File: config.mk
export PLATFORM = sky130hd
export DESIGN_NAME = lru_key_value_cache_core
export DESIGN_NICKNAME = d
export VERILOG_FILES = /design/src/hw/rtl/lkvc_pkg.sv /design/src/hw/rtl/lkvc_store.sv /design/src/hw/rtl/lkvc_recency.sv /design/src/hw/rtl/lru_key_value_cache_core.sv
export SDC_FILE = /design/constraint.sdc
export NUM_CORES = 2
export LEC_CHECK = 0
export BUFFER_PORTS_ARGS = -buffer_cell sky130_fd_sc_hd__buf_2
export CAP_MARGIN = 5
export CORE_MARGIN = 2
export CORE_UTILIZATION = 60
export CTS_BUF_LIST = sky130_fd_sc_hd__clkbuf_4 sky130_fd_sc_hd__clkbuf_8 sky130_fd_sc_hd__clkbuf_16
export DETAILED_ROUTE_END_ITERATION = 7
export PLACE_DENSITY = 0.77
export SLEW_MARGIN = 30
export SYNTH_ARGS = -nofsm -noshare
export SYNTH_HDL_FRONTEND = slang
export SYNTH_SLANG_ARGS = --single-unit
export TNS_END_PERCENT = 100
File: constraint.sdc
create_clock -name clk_i -period 12.2 [get_ports clk_i]
set_input_delay 2.44 -clock clk_i [delete_from_list [all_inputs] [get_ports clk_i]]
set_output_delay 2.44 -clock clk_i [all_outputs]
set_load 0.005 [all_outputs]
File: src/hw/rtl/lkvc_pkg.sv
`default_nettype none

package lkvc_pkg;

  // Number of physical entry slots.
  localparam int MAX_ENTRIES = 16;

  // Slot index, occupancy and capacity register widths.
  localparam int IDX_W = (MAX_ENTRIES > 1) ? $clog2(MAX_ENTRIES) : 1;
  localparam int OCC_W = $clog2(MAX_ENTRIES + 1);
  localparam int CAP_W = 5;
  localparam int CMP_W = (OCC_W > CAP_W) ? OCC_W : CAP_W;

  // Reset value of the capacity register.
  localparam logic [CAP_W-1:0] CAP_RESET = CAP_W'(16);

  // Request operation codes.
  localparam logic OP_GET = 1'b0;
  localparam logic OP_PUT = 1'b1;

  // Value returned by a get that misses.
  localparam logic signed [31:0] MISS_VALUE = -32'sd1;

  // Input request payload.
  typedef struct packed {
    logic               operation;
    logic signed [31:0] lookup_key;
    logic signed [31:0] store_value;
  } lkvc_req_t;

  // Result payload.
  typedef struct packed {
    logic               found;
    logic signed [31:0] read_value;
  } lkvc_rsp_t;

  // One word of the entry memory.
  typedef struct packed {
    logic signed [31:0] key;
    logic signed [31:0] value;
  } lkvc_entry_t;

  // Commands from the sequencer to the recency tracker.
  typedef struct packed {
    logic             touch;
    logic             evict;
    logic             insert;
    logic [IDX_W-1:0] slot;
  } lkvc_cmd_t;

  // Status from the recency tracker to the sequencer.
  typedef struct packed {
    logic [MAX_ENTRIES-1:0] valid;
    logic [OCC_W-1:0]       occupancy;
    logic                   free_found;
    logic [IDX_W-1:0]       free_idx;
  } lkvc_status_t;

endpackage

`default_nettype wire

File: src/hw/rtl/lkvc_store.sv
`default_nettype none

module lkvc_store (
  input  wire logic                        clk_i,
  input  wire logic                        we_i,
  input  wire logic [lkvc_pkg::IDX_W-1:0]  waddr_i,
  input  wire lkvc_pkg::lkvc_entry_t       wdata_i,
  input  wire logic [lkvc_pkg::IDX_W-1:0]  raddr_i,
  output lkvc_pkg::lkvc_entry_t            rdata_o
);

  lkvc_pkg::lkvc_entry_t mem_q [lkvc_pkg::MAX_ENTRIES];
  lkvc_pkg::lkvc_entry_t rdata_q;

  // Single write port.
  always_ff @(posedge clk_i) begin
    if (we_i) begin
      mem_q[waddr_i] <= wdata_i;
    end
  end

  // Registered read port.
  always_ff @(posedge clk_i) begin
    rdata_q <= mem_q[raddr_i];
  end

  assign rdata_o = rdata_q;

endmodule

`default_nettype wire

File: src/hw/rtl/lkvc_recency.sv
`default_nettype none

module lkvc_recency (
  input  wire logic                   clk_i,
  input  wire logic                   rst_ni,
  input  wire lkvc_pkg::lkvc_cmd_t    cmd_i,
  output lkvc_pkg::lkvc_status_t      status_o
);

  logic [lkvc_pkg::MAX_ENTRIES-1:0] valid_q, valid_d;
  logic [lkvc_pkg::IDX_W-1:0]       rank_q [lkvc_pkg::MAX_ENTRIES];
  logic [lkvc_pkg::IDX_W-1:0]       rank_d [lkvc_pkg::MAX_ENTRIES];
  logic [lkvc_pkg::OCC_W-1:0]       occ_q, occ_d;
  logic [lkvc_pkg::IDX_W-1:0]       slot_rank;
  logic [lkvc_pkg::IDX_W-1:0]       oldest_rank;
  logic                             free_found;
  logic [lkvc_pkg::IDX_W-1:0]       free_idx;

  // Ranks among valid entries are dense, so the oldest has rank occupancy-1.
  assign slot_rank   = rank_q[cmd_i.slot];
  assign oldest_rank = lkvc_pkg::IDX_W'(occ_q - lkvc_pkg::OCC_W'(1));

  // Update of all valid bits, ranks and the occupancy count for one command.
  always_comb begin
    valid_d = valid_q;
    rank_d  = rank_q;
    occ_d   = occ_q;
    if (cmd_i.touch) begin
      for (int i = 0; i < lkvc_pkg::MAX_ENTRIES; i++) begin
        if (valid_q[i] && (rank_q[i] < slot_rank)) begin
          rank_d[i] = rank_q[i] + lkvc_pkg::IDX_W'(1);
        end
      end
      rank_d[cmd_i.slot] = '0;
    end else if (cmd_i.evict) begin
      for (int i = 0; i < lkvc_pkg::MAX_ENTRIES; i++) begin
        if (valid_q[i] && (rank_q[i] == oldest_rank)) begin
          valid_d[i] = 1'b0;
          rank_d[i]  = '0;
        end
      end
      if (occ_q != '0) begin
        occ_d = occ_q - lkvc_pkg::OCC_W'(1);
      end
    end else if (cmd_i.insert) begin
      for (int i = 0; i < lkvc_pkg::MAX_ENTRIES; i++) begin
        if (valid_q[i]) begin
          rank_d[i] = rank_q[i] + lkvc_pkg::IDX_W'(1);
        end
      end
      valid_d[cmd_i.slot] = 1'b1;
      rank_d[cmd_i.slot]  = '0;
      occ_d               = occ_q + lkvc_pkg::OCC_W'(1);
    end
  end

  // Lowest-numbered free slot.
  always_comb begin
    free_found = 1'b0;
    free_idx   = '0;
    for (int i = lkvc_pkg::MAX_ENTRIES - 1; i >= 0; i--) begin
      if (!valid_q[i]) begin
        free_found = 1'b1;
        free_idx   = lkvc_pkg::IDX_W'(i);
      end
    end
  end

  always_ff @(posedge clk_i or negedge rst_ni) begin
    if (!rst_ni) begin
      valid_q <= '0;
      occ_q   <= '0;
      for (int i = 0; i < lkvc_pkg::MAX_ENTRIES; i++) begin
        rank_q[i] <= '0;
      end
    end else begin
      valid_q <= valid_d;
      occ_q   <= occ_d;
      rank_q  <= rank_d;
    end
  end

  assign status_o.valid      = valid_q;
  assign status_o.occupancy  = occ_q;
  assign status_o.free_found = free_found;
  assign status_o.free_idx   = free_idx;

endmodule

`default_nettype wire

File: src/hw/rtl/lru_key_value_cache_core.sv
`default_nettype none

// Channel   Direction  Handshake                 Payload
// in        request    in_valid_i / in_stall_o   in_req_i  (lkvc_req_t)
// out       result     out_valid_o / out_stall_i out_rsp_o (lkvc_rsp_t)
// cfg       write      cfg_we_i                  cfg_wdata_i (capacity)
//
// A get or a put to a present key is accepted, scans every slot for the key through
// the single entry memory read port and its one comparator, then resolves. A put of
// a new key then evicts the least recent entry, one at a time, until it sees that
// there is room, and then inserts.
// Reset clears all valid marks, ranks and occupancy at once; no clearing pass.
// A get waits in its resolve cycle while the previous result is still stalled.
// Only a get produces a result; a put produces none.

module lru_key_value_cache_core (
  input  wire logic                              clk_i,
  input  wire logic                              rst_ni,
  input  wire logic                              cfg_we_i,
  input  wire logic [lkvc_pkg::CAP_W-1:0]        cfg_wdata_i,
  input  wire logic                              in_valid_i,
  output logic                                   in_stall_o,
  input  wire lkvc_pkg::lkvc_req_t               in_req_i,
  output logic                                   out_valid_o,
  input  wire logic                              out_stall_i,
  output lkvc_pkg::lkvc_rsp_t                    out_rsp_o
);

  typedef enum logic [4:0] {
    ST_IDLE    = 5'b00001,
    ST_SCAN    = 5'b00010,
    ST_RESOLVE = 5'b00100,
    ST_EVICT   = 5'b01000,
    ST_INSERT  = 5'b10000
  } state_e;

  state_e                         state_q, state_d;
  logic [lkvc_pkg::OCC_W-1:0]     cnt_q, cnt_d;
  logic [lkvc_pkg::CAP_W-1:0]     cap_q;
  lkvc_pkg::lkvc_req_t            req_q;
  logic                           hit_q, hit_d;
  logic [lkvc_pkg::IDX_W-1:0]     hit_idx_q;
  logic signed [31:0]             hit_val_q;
  logic                           out_valid_q, out_valid_d;
  lkvc_pkg::lkvc_rsp_t            out_q, out_d;

  logic                           mem_we;
  logic [lkvc_pkg::IDX_W-1:0]     mem_waddr;
  lkvc_pkg::lkvc_entry_t          mem_wdata;
  lkvc_pkg::lkvc_entry_t          mem_rdata;
  lkvc_pkg::lkvc_cmd_t            cmd;
  lkvc_pkg::lkvc_status_t         status;

  logic [lkvc_pkg::IDX_W-1:0]     cmp_idx;
  logic                           match;
  logic                           accept;
  logic [lkvc_pkg::CMP_W-1:0]     cap_ext, eff_cap, occ_ext;

  lkvc_store u_store (
    .clk_i   (clk_i),
    .we_i    (mem_we),
    .waddr_i (mem_waddr),
    .wdata_i (mem_wdata),
    .raddr_i (cnt_q[lkvc_pkg::IDX_W-1:0]),
    .rdata_o (mem_rdata)
  );

  lkvc_recency u_recency (
    .clk_i    (clk_i),
    .rst_ni   (rst_ni),
    .cmd_i    (cmd),
    .status_o (status)
  );

  assign accept = in_valid_i && !in_stall_o;

  // Shared key comparator: checks the entry read in the previous scan cycle.
  assign cmp_idx = lkvc_pkg::IDX_W'(cnt_q - lkvc_pkg::OCC_W'(1));
  assign match   = (state_q == ST_SCAN) && (cnt_q != '0) && status.valid[cmp_idx] &&
                   (mem_rdata.key == req_q.lookup_key);

  // Effective capacity, clamped to one..MAX_ENTRIES.
  always_comb begin
    cap_ext = lkvc_pkg::CMP_W'(cap_q);
    occ_ext = lkvc_pkg::CMP_W'(status.occupancy);
    if (cap_ext == '0) begin
      eff_cap = lkvc_pkg::CMP_W'(1);
    end else if (cap_ext > lkvc_pkg::CMP_W'(lkvc_pkg::MAX_ENTRIES)) begin
      eff_cap = lkvc_pkg::CMP_W'(lkvc_pkg::MAX_ENTRIES);
    end else begin
      eff_cap = cap_ext;
    end
  end

  // Sequencer.
  always_comb begin
    state_d     = state_q;
    cnt_d       = cnt_q;
    hit_d       = hit_q;
    out_valid_d = out_valid_q && out_stall_i;
    out_d       = out_q;
    mem_we      = 1'b0;
    mem_waddr   = hit_idx_q;
    mem_wdata   = '{key: req_q.lookup_key, value: req_q.store_value};
    cmd         = '{touch: 1'b0, evict: 1'b0, insert: 1'b0, slot: hit_idx_q};
    case (state_q)
      ST_IDLE: begin
        if (accept) begin
          cnt_d   = '0;
          hit_d   = 1'b0;
          state_d = ST_SCAN;
        end
      end
      ST_SCAN: begin
        if (match) begin
          hit_d = 1'b1;
        end
        cnt_d = cnt_q + lkvc_pkg::OCC_W'(1);
        if (cnt_q == lkvc_pkg::OCC_W'(lkvc_pkg::MAX_ENTRIES)) begin
          state_d = ST_RESOLVE;
        end
      end
      ST_RESOLVE: begin
        if (req_q.operation == lkvc_pkg::OP_GET) begin
          if (!out_valid_q || !out_stall_i) begin
            out_valid_d      = 1'b1;
            out_d.found      = hit_q;
            out_d.read_value = hit_q ? hit_val_q : lkvc_pkg::MISS_VALUE;
            cmd.touch        = hit_q;
            state_d          = ST_IDLE;
          end
        end else if (hit_q) begin
          mem_we    = 1'b1;
          cmd.touch = 1'b1;
          state_d   = ST_IDLE;
        end else begin
          state_d = ST_EVICT;
        end
      end
      ST_EVICT: begin
        if (occ_ext >= eff_cap) begin
          cmd.evict = 1'b1;
        end else begin
          state_d = ST_INSERT;
        end
      end
      ST_INSERT: begin
        if (status.free_found) begin
          mem_we     = 1'b1;
          mem_waddr  = status.free_idx;
          cmd.insert = 1'b1;
          cmd.slot   = status.free_idx;
        end
        state_d = ST_IDLE;
      end
      default: begin
        state_d = ST_IDLE;
      end
    endcase
  end

  // Control registers.
  always_ff @(posedge clk_i or negedge rst_ni) begin
    if (!rst_ni) begin
      state_q     <= ST_IDLE;
      cnt_q       <= '0;
      hit_q       <= 1'b0;
      out_valid_q <= 1'b0;
      cap_q       <= lkvc_pkg::CAP_RESET;
    end else begin
      state_q     <= state_d;
      cnt_q       <= cnt_d;
      hit_q       <= hit_d;
      out_valid_q <= out_valid_d;
      if (cfg_we_i) begin
        cap_q <= cfg_wdata_i;
      end
    end
  end

  // Payload registers.
  always_ff @(posedge clk_i) begin
    if (accept) begin
      req_q <= in_req_i;
    end
    if (match && !hit_q) begin
      hit_idx_q <= cmp_idx;
      hit_val_q <= mem_rdata.value;
    end
    out_q <= out_d;
  end

  assign in_stall_o  = (state_q != ST_IDLE);
  assign out_valid_o = out_valid_q;
  assign out_rsp_o   = out_q;

  // The valid count always equals the occupancy counter.
  a_occ_matches_valid: assert property (@(posedge clk_i) disable iff (!rst_ni)
    $countones(status.valid) == int'(status.occupancy))
    else $error("occupancy counter disagrees with valid marks");

  // The entry memory is never written during the key scan.
  a_no_write_in_scan: assert property (@(posedge clk_i) disable iff (!rst_ni)
    (state_q == ST_SCAN) |-> !mem_we)
    else $error("entry memory written during scan");

  // A new result appears only after a resolve cycle.
  a_result_from_resolve: assert property (@(posedge clk_i) disable iff (!rst_ni)
    $rose(out_valid_o) |-> $past(state_q == ST_RESOLVE))
    else $error("result raised outside resolve");

  // An insert never pushes occupancy past the clamped capacity.
  a_insert_below_cap: assert property (@(posedge clk_i) disable iff (!rst_ni)
    cmd.insert |-> (occ_ext < eff_cap))
    else $error("insert with store full");

endmodule

`default_nettype wire

==> out/metrics.csv <==
stage,metric,value,unit
run_status,outcome,finished clean,
drt,Avg WL per Cell,31.3,um
logic_synthesis,syn_nets,3014,
logic_synthesis,top_reg_cell synth,edfxtp_1,
place,PortBufs,109,
drt,Vias,29411,
clocking,clk sinks,1324,
logic_synthesis,async set or reset register ratio after synthesis,7.70,%
logic_synthesis,#FFs+latches synth,1324,
floorplanning,die width,304,um
timing,smallest hold slack,401,ps
floorplanning,I/O pin count,110,
logic_synthesis,"EDFF count, synth",1158,
critical_path,reg2reg setup slack,6930,ps
logic_synthesis,YS warnings,0,
pwr,peak supply drop,152,uV
critical_path,nature of the critical path startpoint,flop,
timing,final setup skew,35.4,ps
global_route,total track usage,29.6,%
final_layout,Area Growth Syn to Fin,12.4,%
final_layout,layout cells sized above 1,25.8,%
drt,DRC viols,0,
logic_synthesis,Synth Area in Adders,1.74,%
drt,router iterations before antenna repair,5,
global_route,vias in the first global route,30489,
critical_path,CP max FO,22,
critical_path,reg2reg end,u_recency.rank_q[54],
worst_hold_path,Min-Delay Path Depth,0,
clocking,quantity of gates resized following cts,0,
critical_path,critical path's most frequent cell,o311ai_1,
pwr,overall power,0.0112,W
timing,FMAX,0.190,GHz
critical_path,CP peak stage delay,640,ps
timing,period utilization,43.2,%
timing,Slew HR,30.5,%
worst_hold_path,Hold EP,hit_val_q[17],
critical_path,worst r2r src,u_recency.valid_q[10],
clocking,Clock transition at path regs,60,ps
floorplanning,# rows,109,
clocking,CTS tree,built,
clocking,CTS Hold Bufs,0,
logic_synthesis,Synth Area in Compound Gates,4.13,%
timing,final hold vios,0,
final_layout,fill count,5333,
logic_synthesis,Mapped Area,53900,um2
global_route,largest net degree at the start of global routing,114,
logic_synthesis,Mean Syn Cell Area,18.8,um2
logic_synthesis,simple-gate portion of the synthesized area,4.25,%
clocking,CTS buffer count,131,
pwr,pwr dens,185,nW/um2
final_layout,ANT cells,0,
critical_path,crit path kind,reg2reg,
worst_hold_path,Worst Hold Launch,u_store.rdata_o[17],
timing,Worst-Margin Slew,1040,ps
timing,final setup violating endpoints,0,
drt,vias per cell,6.85,
floorplanning,Starting Density,60.8,%
place,GPL Wtd Cong,0.909,
floorplanning,Core Region,88600,um2
timing,Max Transition Viols Final,0,
logic_synthesis,register area share after synthesis,71.6,%
place,Placed Area,56000,um2
critical_path,CP max-delay cell,dfrtp_1,
clocking,H-tree level count,4,
timing,RSZ-0062 raised after global routing,false,
job,Max-Cap Viols,0,
critical_path,Worst R2R Path Depth,16,
critical_path,worst path bufs/invs,1,
worst_hold_path,min-delay worst type,reg2reg,
logic_synthesis,synth unique cells,84,
critical_path,"CP delay by family, top",compound AO/OA/AOI/OAI gates,
final_layout,post-route cell area,60600,um2
clocking,Clock Latency Late Sink,760,ps
logic_synthesis,Syn Inst Count,2864,
drt,Initial DRC Count,3931,
clocking,clk buf depth,3,
critical_path,Crit. End Element,flop,
clocking,root buf cell,clkbuf_16,
critical_path,Critical Path AT,5880,ps
logic_synthesis,largest family of logic cells by synthesized area,multiplexers,
logic_synthesis,fraction of synthesized cell area in xor and xnor cells,1.92,%
floorplanning,die area,92200,um2
pwr,P_leak,19.8,nW
place,DPL Wire Length,69.3,mm
clocking,number of setup buffers added after CTS,0,
critical_path,Worst Path Required,12810,ps
global_route,first-pass GRT wire length,199,mm
global_route,grt ovf,0,
final_layout,Nets,3171,
drt,DRT Wirelength,134,mm
logic_synthesis,mux contribution to synthesized area,15.0,%
timing,setup TNS,0,ps
global_route,initial antenna violation count,1,
drt,Routed Antenna Nets,0,
critical_path,"Critical Path, Cell by Cell","nand4_1, or4_4, a21bo_1, o31ai_4, buf_4, mux4_2, mux2i_1, mux2_2, ha_1, o21a_1, o21ai_0, nand3_1, nand2_1, a41oi_1, o311ai_1, o311ai_1",
floorplanning,die height,304,um
timing,min cycle time layout,5270,ps
[worst register-to-register path: stages, from the launching register on]
cell and delay [ps]:
dfrtp_1 640, nand4_1 230, or4_4 610, a21bo_1 250
o31ai_4 60, buf_4 340, mux4_2 560, mux2i_1 150
mux2_2 550, ha_1 340, o21a_1 180, o21ai_0 430
nand3_1 140, nand2_1 100, a41oi_1 50, o311ai_1 360
o311ai_1 150
[power by group]
group	switching, W	internal [W]	total, W	leakage, nW
Combinational	0.000700	0.000837	0.00154	5.29
Sequential	0.000288	0.00526	0.00555	12.2
Clock	0.00173	0.00240	0.00413	2.23
Total	0.00272	0.00850	0.0112	19.8
[per-stage QoR]
step	setup slack, ps	instances	util [%]
floorplan	5410	2864	-
global placement	7100	4045	63.1
detailed placement	6960	4050	63.2
CTS	6970	4292	68.3
global route	6640	4295	68.3
finish	6930	4295	68.3
[worst max path at each step]
| stage | start | to | slack [ps] | depth (start not counted) |
|---|---|---|---|---|
| 6_report | u_recency.valid_q[10] | u_recency.rank_q[54] | 6930 | 16 |
| 3_3_place_gp | out_stall_i | u_recency.rank_q[24] | 7100 | 10 |
| 4_1_cts | u_recency.valid_q[10] | u_recency.rank_q[54] | 6970 | 16 |
| 5_1_grt | u_recency.valid_q[3] | u_recency.rank_q[54] | 6640 | 16 |
| 2_1_floorplan | u_recency.valid_q[15] | u_store.mem_q[3][0] | 5410 | 8 |
| 3_5_place_dp | u_recency.valid_q[10] | u_recency.rank_q[54] | 6960 | 16 |
[layer usage]
metal	track usage, %	wire [um]	vias to the layer above
li1	-	-	11947
met1	38.9	49100	15396
met2	49.8	68700	1764
met3	5.57	12000	302
met4	11.0	4490	2
met5	0	11	-
[synth_stat cells (15+ instances only)]
| master | number | area share, % |
|---|---|---|
| a21oi_1 | 87 | 0.81 |
| and3_1 | 23 | 0.27 |
| buf_1 | 36 | 0.25 |
| buf_2 | 20 | 0.19 |
| clkbuf_1 | 78 | 0.54 |
| dfrtp_1 | 100 | 4.6 |
| dfxtp_1 | 64 | 2.4 |
| edfxtp_1 | 1158 | 65 |
| ha_1 | 75 | 1.7 |
| inv_1 | 33 | 0.23 |
| mux2_2 | 20 | 0.42 |
| mux2i_1 | 17 | 0.32 |
| mux4_2 | 341 | 14 |
| nand2_1 | 105 | 0.73 |
| nand2b_1 | 58 | 0.67 |
| nand3_1 | 55 | 0.51 |
| nand4_1 | 22 | 0.26 |
| nor2_1 | 87 | 0.61 |
| nor3_1 | 37 | 0.34 |
| nor4_1 | 15 | 0.17 |
| o21ai_0 | 106 | 0.98 |
| o31ai_1 | 20 | 0.28 |
| xnor2_1 | 66 | 1.1 |
| xor2_1 | 52 | 0.85 |
[cell type report]
| class | instances | area (um2) | area share (%) |
|---|---|---|---|
| Sequential cell | 1324 | 38600 | 63.8 |
| Multi-Input combinational cell | 1364 | 14800 | 24.4 |
| Clock buffer | 181 | 3760 | 6.21 |
| Tap cell | 1165 | 1460 | 2.41 |
| Timing Repair Buffer | 166 | 1120 | 1.85 |
| Clock inverter | 61 | 707 | 1.17 |
| Inverter | 34 | 130 | 0.215 |
[cell usage in the layout, fill, tap and decap left out, types with 20 or more instances in the layout]
| master | instances |
|---|---|
| buf_4 | 45 |
| inv_1 | 32 |
| mux4_2 | 341 |
| o21ai_0 | 105 |
| ha_1 | 75 |
| xnor2_1 | 65 |
| dfxtp_1 | 64 |
| o31ai_1 | 20 |
| nand4_1 | 22 |
| edfxtp_1 | 1158 |
| nand2_1 | 105 |
| nor3_1 | 33 |
| mux2_2 | 20 |
| nor2_1 | 72 |
| clkbuf_4 | 36 |
| nand3_1 | 55 |
| nand2b_1 | 58 |
| clkbuf_16 | 133 |
| dfrtp_1 | 95 |
| and3_1 | 23 |
| buf_2 | 108 |
| xor2_1 | 51 |
| a21oi_1 | 85 |
[cell families (layout without fill, tap and decap cells)]
group                    Yosys count  count (layout)
AO/OA/AOI/OAI                    344             344
AND/OR/NAND/NOR                  449             449
multiplexers                     378             378
adder cells (fa/ha/maj)           75              75
flip-flops                      1324            1324
XOR/XNOR                         118             118
buffers and inverters            176             442
[state kept, by name (all words and copies together), names as in the netlist]
signal and count:
u_store.mem_q 1024, mem_wdata 64, u_recency.rank_q 64, u_store.rdata_o 64, out_rsp_o 33, hit_val_q 32, u_recency.valid_q 16, cap_ext 5
cnt_q 5, state_q 5, u_recency.occ_q 5, hit_idx_q 4, hit_q 1, out_valid_o 1, req_q 1
Power figures use the tool's default switching activity.
